$ cat config.mk
export PLATFORM = sky130hd
export DESIGN_NAME = curve_mean_point_distance_unit
export DESIGN_NICKNAME = d
export VERILOG_FILES = /design/src/cmpd_pkg.sv /design/src/cmpd_front.sv /design/src/cmpd_back.sv /design/src/curve_mean_point_distance_unit.sv
export SDC_FILE = /design/constraint.sdc
export NUM_CORES = 2
export LEC_CHECK = 0
export BUFFER_PORTS_ARGS = -buffer_cell sky130_fd_sc_hd__buf_2
export CAP_MARGIN = 20
export CORE_MARGIN = 3
export CORE_UTILIZATION = 45
export CTS_BUF_LIST = sky130_fd_sc_hd__clkbuf_16
export DETAILED_ROUTE_END_ITERATION = 7
export PLACE_DENSITY = 0.69
export SLEW_MARGIN = 40
export SYNTH_ARGS = -nofsm -noshare
export SYNTH_HDL_FRONTEND = slang
export SYNTH_SLANG_ARGS = --single-unit
$ cat constraint.sdc
create_clock -name aclk -period 13.9 [get_ports aclk]
set_clock_uncertainty 0.15 [all_clocks]
set_input_delay 2.78 -clock aclk [delete_from_list [all_inputs] [get_ports aclk]]
set_output_delay 2.78 -clock aclk [all_outputs]
set_load 0.05 [all_outputs]
$ cat src/cmpd_pkg.sv
`timescale 1ns / 1ps
`default_nettype none
package cmpd_pkg;
    localparam int COORD_W = 24;
    localparam int DIFF_W = COORD_W + 3;
    localparam int SQ_W = 2 * DIFF_W;
    localparam int ACC_W = SQ_W + 2;
    localparam int DIST_W = (ACC_W + 1) / 2;
    localparam int SUM_W = 40;
    localparam int MEAN_W = 27;
    localparam int CNT_W = 13;
    localparam int MAX_POINTS = 4096;
    localparam int QDEPTH = 4;
    localparam int QPTR_W = $clog2(QDEPTH);

    typedef struct packed {
        logic [DIFF_W-1:0] dx;
        logic [DIFF_W-1:0] dy;
        logic [DIFF_W-1:0] dz;
        logic              first;
        logic              last;
    } job_t;
endpackage
`default_nettype wire

$ cat src/cmpd_front.sv
`timescale 1ns / 1ps
`default_nettype none
module cmpd_front import cmpd_pkg::*; (
    input  wire logic                      aclk,
    input  wire logic                      aresetn,
    input  wire logic                      in_valid,
    output logic                           in_ready,
    input  wire logic [6*COORD_W-1:0]      in_coords,
    input  wire logic                      in_last,
    output logic                           job_valid,
    input  wire logic                      job_ready,
    output job_t                           job
);
    logic signed [COORD_W-1:0] org_reg [6];
    logic first_reg;
    logic [QPTR_W:0] wr_reg, rd_reg;
    job_t q_reg [QDEPTH];
    logic signed [COORD_W-1:0] p [6];
    logic signed [DIFF_W-1:0] t [6];
    job_t nj;
    logic full, take;

    always_comb begin
        for (int i = 0; i < 6; i++) begin
            p[i] = in_coords[i*COORD_W +: COORD_W];
            t[i] = first_reg ? '0 : DIFF_W'(p[i]) - DIFF_W'(org_reg[i]);
        end
        nj.dx = t[0] - t[3];
        nj.dy = t[1] - t[4];
        nj.dz = t[2] - t[5];
        nj.first = first_reg;
        nj.last = in_last;
    end

    assign full = (wr_reg[QPTR_W] != rd_reg[QPTR_W]) &&
                  (wr_reg[QPTR_W-1:0] == rd_reg[QPTR_W-1:0]);
    // hold ready low while in reset
    assign in_ready = aresetn && !full;
    assign take = in_valid && in_ready;
    assign job_valid = wr_reg != rd_reg;
    assign job = q_reg[rd_reg[QPTR_W-1:0]];

    always_ff @(posedge aclk) begin
        if (!aresetn) begin
            first_reg <= 1'b1;
            wr_reg <= '0;
            rd_reg <= '0;
        end else begin
            if (take) begin
                first_reg <= in_last;
                wr_reg <= wr_reg + 1'b1;
                if (first_reg) begin
                    for (int i = 0; i < 6; i++) org_reg[i] <= p[i];
                end
            end
            if (job_valid && job_ready) rd_reg <= rd_reg + 1'b1;
        end
        if (take) q_reg[wr_reg[QPTR_W-1:0]] <= nj;
    end
endmodule
`default_nettype wire

$ cat src/cmpd_back.sv
`timescale 1ns / 1ps
`default_nettype none
module cmpd_back import cmpd_pkg::*; (
    input  wire logic              aclk,
    input  wire logic              aresetn,
    input  wire logic              job_valid,
    output logic                   job_ready,
    input  wire job_t              job,
    output logic                   res_valid,
    input  wire logic              res_ready,
    output logic [MEAN_W-1:0]      res_mean,
    output logic [CNT_W-1:0]       res_count
);
    typedef enum logic [2:0] {S_IDLE, S_SQ, S_ROOT, S_ACC, S_DIV, S_OUT} state_t;
    state_t state_reg;
    logic [DIFF_W-1:0] mag_reg [3];
    logic [1:0] k_reg;
    logic [ACC_W-1:0] n_reg, r_reg;
    logic [5:0] step_reg;
    logic [SUM_W-1:0] sum_reg, quo_reg, rem_reg;
    logic [CNT_W-1:0] cnt_reg;
    logic last_reg;
    logic [SQ_W-1:0] sq;
    logic [ACC_W-1:0] bitv, trial;
    logic [SUM_W:0] sadd;
    logic [SUM_W:0] rsh;

    assign job_ready = state_reg == S_IDLE;
    assign res_valid = state_reg == S_OUT;
    assign res_mean = (quo_reg > SUM_W'((1 << MEAN_W) - 1)) ? '1 : quo_reg[MEAN_W-1:0];
    assign sq = mag_reg[k_reg] * mag_reg[k_reg];
    assign bitv = ACC_W'(1) << {step_reg[4:0], 1'b0};
    assign trial = r_reg + bitv;
    assign sadd = {1'b0, sum_reg} + (SUM_W+1)'(r_reg);
    assign rsh = {rem_reg, quo_reg[SUM_W-1]};

    // per pair: squares, bit-serial root, accumulate; counts are tiny: restoring divide, one quotient bit per cycle
    always_ff @(posedge aclk) begin
        if (!aresetn) begin
            state_reg <= S_IDLE;
            sum_reg <= '0;
            cnt_reg <= '0;
        end else begin
            case (state_reg)
                S_IDLE: if (job_valid) begin
                    mag_reg[0] <= job.dx[DIFF_W-1] ? -job.dx : job.dx;
                    mag_reg[1] <= job.dy[DIFF_W-1] ? -job.dy : job.dy;
                    mag_reg[2] <= job.dz[DIFF_W-1] ? -job.dz : job.dz;
                    if (job.first) begin
                        sum_reg <= '0;
                        cnt_reg <= '0;
                    end
                    last_reg <= job.last;
                    k_reg <= '0;
                    n_reg <= '0;
                    state_reg <= S_SQ;
                end
                S_SQ: begin
                    n_reg <= n_reg + ACC_W'(sq);
                    k_reg <= k_reg + 1'b1;
                    if (k_reg == 2'd2) begin
                        state_reg <= S_ROOT;
                        r_reg <= '0;
                        step_reg <= 6'(DIST_W - 1);
                    end
                end
                S_ROOT: begin
                    if (n_reg >= trial) begin
                        n_reg <= n_reg - trial;
                        r_reg <= (r_reg >> 1) + bitv;
                    end else begin
                        r_reg <= r_reg >> 1;
                    end
                    if (step_reg == '0) state_reg <= S_ACC;
                    else step_reg <= step_reg - 1'b1;
                end
                S_ACC: begin
                    sum_reg <= sadd[SUM_W] ? '1 : sadd[SUM_W-1:0];
                    if (cnt_reg < CNT_W'(MAX_POINTS)) cnt_reg <= cnt_reg + 1'b1;
                    if (last_reg) begin
                        quo_reg <= sadd[SUM_W] ? '1 : sadd[SUM_W-1:0];
                        rem_reg <= '0;
                        step_reg <= 6'(SUM_W - 1);
                        state_reg <= S_DIV;
                    end else begin
                        state_reg <= S_IDLE;
                    end
                end
                S_DIV: begin
                    if (rsh >= (SUM_W+1)'(cnt_reg)) begin
                        rem_reg <= SUM_W'(rsh - (SUM_W+1)'(cnt_reg));
                        quo_reg <= {quo_reg[SUM_W-2:0], 1'b1};
                    end else begin
                        rem_reg <= rsh[SUM_W-1:0];
                        quo_reg <= {quo_reg[SUM_W-2:0], 1'b0};
                    end
                    if (step_reg == '0) state_reg <= S_OUT;
                    else step_reg <= step_reg - 1'b1;
                end
                S_OUT: if (res_ready) begin
                    state_reg <= S_IDLE;
                    sum_reg <= '0;
                    cnt_reg <= '0;
                end
                default: state_reg <= S_IDLE;
            endcase
        end
    end
    assign res_count = cnt_reg;
endmodule
`default_nettype wire

$ cat src/curve_mean_point_distance_unit.sv
`timescale 1ns / 1ps
`default_nettype none
// Mean distance between two aligned 3D curves. The front end takes one point
// pair per cycle while its queue has room, subtracts the latched origins and
// queues the differences in a four-entry queue; the back end takes one pair at a
// time, squares the three components one after another, runs a bit-serial
// square root and accumulates the result before it takes the next pair. A last
// pair adds a restoring divide before the result is presented.
module curve_mean_point_distance_unit import cmpd_pkg::*; (
    input  wire logic         aclk,
    input  wire logic         aresetn,
    input  wire logic         s_tvalid,
    output logic              s_tready,
    // a_x, a_y, a_z, b_x, b_y, b_z (24 bits each, lowest first)
    input  wire logic [143:0] s_tdata,
    input  wire logic         s_tlast,
    output logic              m_tvalid,
    input  wire logic         m_tready,
    // mean_distance[26:0], point_count[39:27], zero pad
    output logic [47:0]       m_tdata
);
    logic job_valid, job_ready;
    job_t job;
    logic [MEAN_W-1:0] mean;
    logic [CNT_W-1:0] cnt;

    cmpd_front u_front (
        .aclk, .aresetn, .in_valid(s_tvalid), .in_ready(s_tready),
        .in_coords(s_tdata), .in_last(s_tlast),
        .job_valid, .job_ready, .job
    );
    cmpd_back u_back (
        .aclk, .aresetn, .job_valid, .job_ready, .job,
        .res_valid(m_tvalid), .res_ready(m_tready), .res_mean(mean), .res_count(cnt)
    );
    assign m_tdata = {8'd0, cnt, mean};

    a_cnt: assert property (@(posedge aclk) disable iff (!aresetn)
        m_tvalid |-> (cnt != '0))
        else $error("zero count on result");
    a_hold: assert property (@(posedge aclk) disable iff (!aresetn)
        m_tvalid && !m_tready |=> m_tvalid && $stable(m_tdata))
        else $error("result changed while stalled");
endmodule
`default_nettype wire

==> PnR_summary.wiki <==
{| class="wikitable"
! Metric !! Value
|-
| Global route total overflow || 0
|-
| CTS Buf Count || 91
|-
| Max Slew Vio Count || 0
|-
| Clock tree from TritonCTS || yes
|-
| Net count reported at finish || 9114
|-
| Post-synthesis register bit count || 825
|-
| Hold WC Path Type || flip-flop to flip-flop
|-
| Overall Global Routing Usage || 22.10%
|-
| CTS H-tree lvls || 3
|-
| Buffer levels on the longest clock path || 3
|-
| Number of flops mapped to enable cells by yosys || 758
|-
| Effective utilization at floorplan || 45.51%
|-
| Part of the Yosys area used for sequential elements || 32.39%
|-
| Number of cells in the finished layout apart from fillers || 10000
|-
| Required time worst endpoint || 14.18 ns
|-
| Detailed router's first-iteration violation count || 3873
|-
| Hold slack || 0.3076 ns
|-
| Overall die area || 170300 µm²
|-
| Critical Path Most Common Cell || sky130_fd_sc_hd__fa_1
|-
| Final-report hold violation count || 0
|-
| Routed via count divided by cell count || 5.478
|-
| Post-Synthesis Cells || 7611
|-
| Period Utilization, post-route || 73.06%
|-
| Max-capacitance violation count || 0
|-
| Max stage delay cell, worst path || sky130_fd_sc_hd__clkinv_1
|-
| Bufs and invs on worst path || 7
|-
| Summed instance area of the synthesized netlist || 74420 µm²
|-
| Fraction of synthesized cell area taken by the top area cell type || 30.59%
|-
| Worst path arrival time || 10.43 ns
|-
| Number of port buffers || 190
|-
| Classification of the worst setup path || flip-flop to flip-flop
|-
| Flip-flop count of the largest register after layout || 332
|-
| Peak Freq || 0.09847 GHz
|-
| Post-route setup TNS || 0 ns
|-
| Number of antenna violations at the first check in global routing || 1
|-
| Site row count || 148
|-
| Count of pins on the block boundary || 199
|-
| Cell accounting for the most synthesized area || sky130_fd_sc_hd__edfxtp_1
|-
| Synth warn || 0
|-
| Setup repair after global routing missed its margin || no
|-
| Final setup violation count || 0
|-
| Root buf cell || sky130_fd_sc_hd__clkbuf_16
|-
| Setup crit start kind || flip-flop
|-
| Post-DR wirelength/cell || 18.78 µm
|-
| Number of buffers added to fix hold violations after cts || 0
|-
| Post-CTS setup repair buffer count || 0
|-
| Share of synthesized registers carrying an async set or reset || 0%
|-
| Post-layout minimum cycle time || 10.16 ns
|-
| Die X || 412.7 µm
|-
| Max FO, Critical Path || 27
|-
| Routed via count || 54780
|-
| Drt first pass iters || 6
|-
| Maximum number of pins on one net before global-route repair || 101
|-
| Antenna fix cells || 0
|-
| Normalized max-slew margin || 38.57%
|-
| Num Clock Sinks || 825
|-
| Status || finished clean
|-
| CTS clock-pin slew for the worst setup and hold paths || 0.06 ns
|-
| Worst-skew pair later-pin latency || 0.72 ns
|-
| Via count of the first global-routing pass || 55640
|-
| Area growth from synthesis to final layout || 8.817%
|-
| Reg2reg setup slack || 3.74 ns
|-
| Cell family contributing the most delay on the critical path || adder cells
|-
| Startpoint of the tightest hold check path || u_back.sum_reg[0]
|-
| Count of distinct cell types in the synthesized netlist || 94
|-
| Final critical-path setup slack || 3.744 ns
|-
| Average footprint of a synthesized cell || 9.778 µm²
|-
| Final ANT Viol Nets || 0
|-
| Sum of routed wire length over all layers || 187800 µm
|-
| DP Wirelength || 145600 µm
|-
| Fraction of layout cells with a size suffix above 1 || 7.425%
|-
| Actual slew at the worst max-slew pin || 0.9204 ns
|-
| Die outline height || 412.7 µm
|-
| Kind of end point of the critical path || flip-flop
|-
| CP max stage delay || 0.74 ns
|-
| Post-placement cell count || 9833
|-
| Total of fill cells in the finished design || 14770
|-
| Wire length of the first global-routing pass || 300100 µm
|-
| Post-detailed-route DRC marker count || 0
|-
| Place WS || 3.909 ns
|-
| Largest cells by area after synthesis || sky130_fd_sc_hd__edfxtp_1 31%, sky130_fd_sc_hd__fa_1 17%, sky130_fd_sc_hd__ha_1 10%
|-
| Most frequently used flop master after synthesis || sky130_fd_sc_hd__edfxtp_1
|-
| Floorplan Core Area || 163500 µm²
|-
| Number of gates resized after CTS || 0
|-
| Routability congestion estimate from global placement || 0.9502
|}
## per-layer routing
metal  up-vias  global-route usage (%)  wire, µm
met3       292                   3.195     10430
met5         -                       0         0
met4         0                   5.939      4868
li1      26170                       -         -
met1     26880                   29.51     81370
met2      1442                   37.57     91100
## stage by stage
step | util (%) | cell area, µm²
3_5_place_dp | 47.65 | 77910
4_1_cts | 49.50 | 80930
2_1_floorplan | - | 74440
6_report | 49.52 | 80980
5_1_grt | 49.52 | 80980
3_3_place_gp | 47.58 | 77810
## cell type report
type | count | area [µm²] | share of cell area, %
clock buffers | 91 | 2277 | 2.812
clock inverters | 74 | 740.7 | 0.9147
inverters | 1255 | 4711 | 5.817
multi-input cells | 5328 | 44930 | 55.48
flip-flops and latches | 825 | 24120 | 29.78
well taps | 2175 | 2721 | 3.361
repair buffers | 252 | 1480 | 1.828
## worst min-delay path, delay by kind of cell (launching register included)
| family | cells | cell delay (ns) |
|---|---|---|
| AO/OA/AOI/OAI | 1 | 0.05 |
| flip-flops | 1 | 0.33 |
| AND/OR/NAND/NOR | 1 | 0.05 |
## cells in the mapped netlist, drive strengths merged, types with 11 or more instances
cell type     n
nand3       103
edfxtp      758
mux2i        37
a21boi       18
and2         30
xnor2       284
a211oi       49
or3          70
xor2        208
fa          615
o31ai        33
o21a         79
nor3        120
buf          39
o211ai       25
a21o        154
nand4        49
a21oi       432
a211o        16
and3         46
nor2b        60
mux4         80
ha          597
o21ai       339
nand2b       65
a31o         15
o22ai        48
nor3b        11
or2          43
nor2        692
and4         11
clkbuf      171
dfxtp        67
or4          14
o31a         13
nand2       650
a2111oi      13
o21bai       59
inv        1251
nor4         23
a31oi        85
## worst paths after layout
kind	depth (start not counted)	end
worst max register to register	29	u_back.n_reg[52]
worst min register to register	2	u_back.sum_reg[0]
worst max-delay path	29	u_back.n_reg[52]
worst min-delay path	2	u_back.sum_reg[0]
## cells by family (layout without fill, tap and decap cells)
kind of cell    Yosys count  in the layout  synth area share (%)
flops                   825            825                 32.39
buf+inv                1465           1672                 7.492
mux                     124            124                 3.025
simple gates           2012           2012                 12.26
fa+ha+maj              1212           1212                 26.58
compound gates         1480           1480                 12.46
other cells               1              8              0.005039
xor+xnor                492            492                 5.790
## cell usage in the layout, fill, tap and decap left out, drive strengths merged, types with 80 or more instances in the layout
cell       n
nand3    103
fa       615
xnor2    284
edfxtp   758
inv     1274
a31oi     85
buf      252
o21ai    339
a21oi    432
xor2     208
nor3     120
nor2     692
clkbuf    91
mux4      80
ha       597
a21o     154
nand2    650
Power is not shown: default switching activity piles up to over one toggle a cycle in this logic, so the estimate is an artifact.
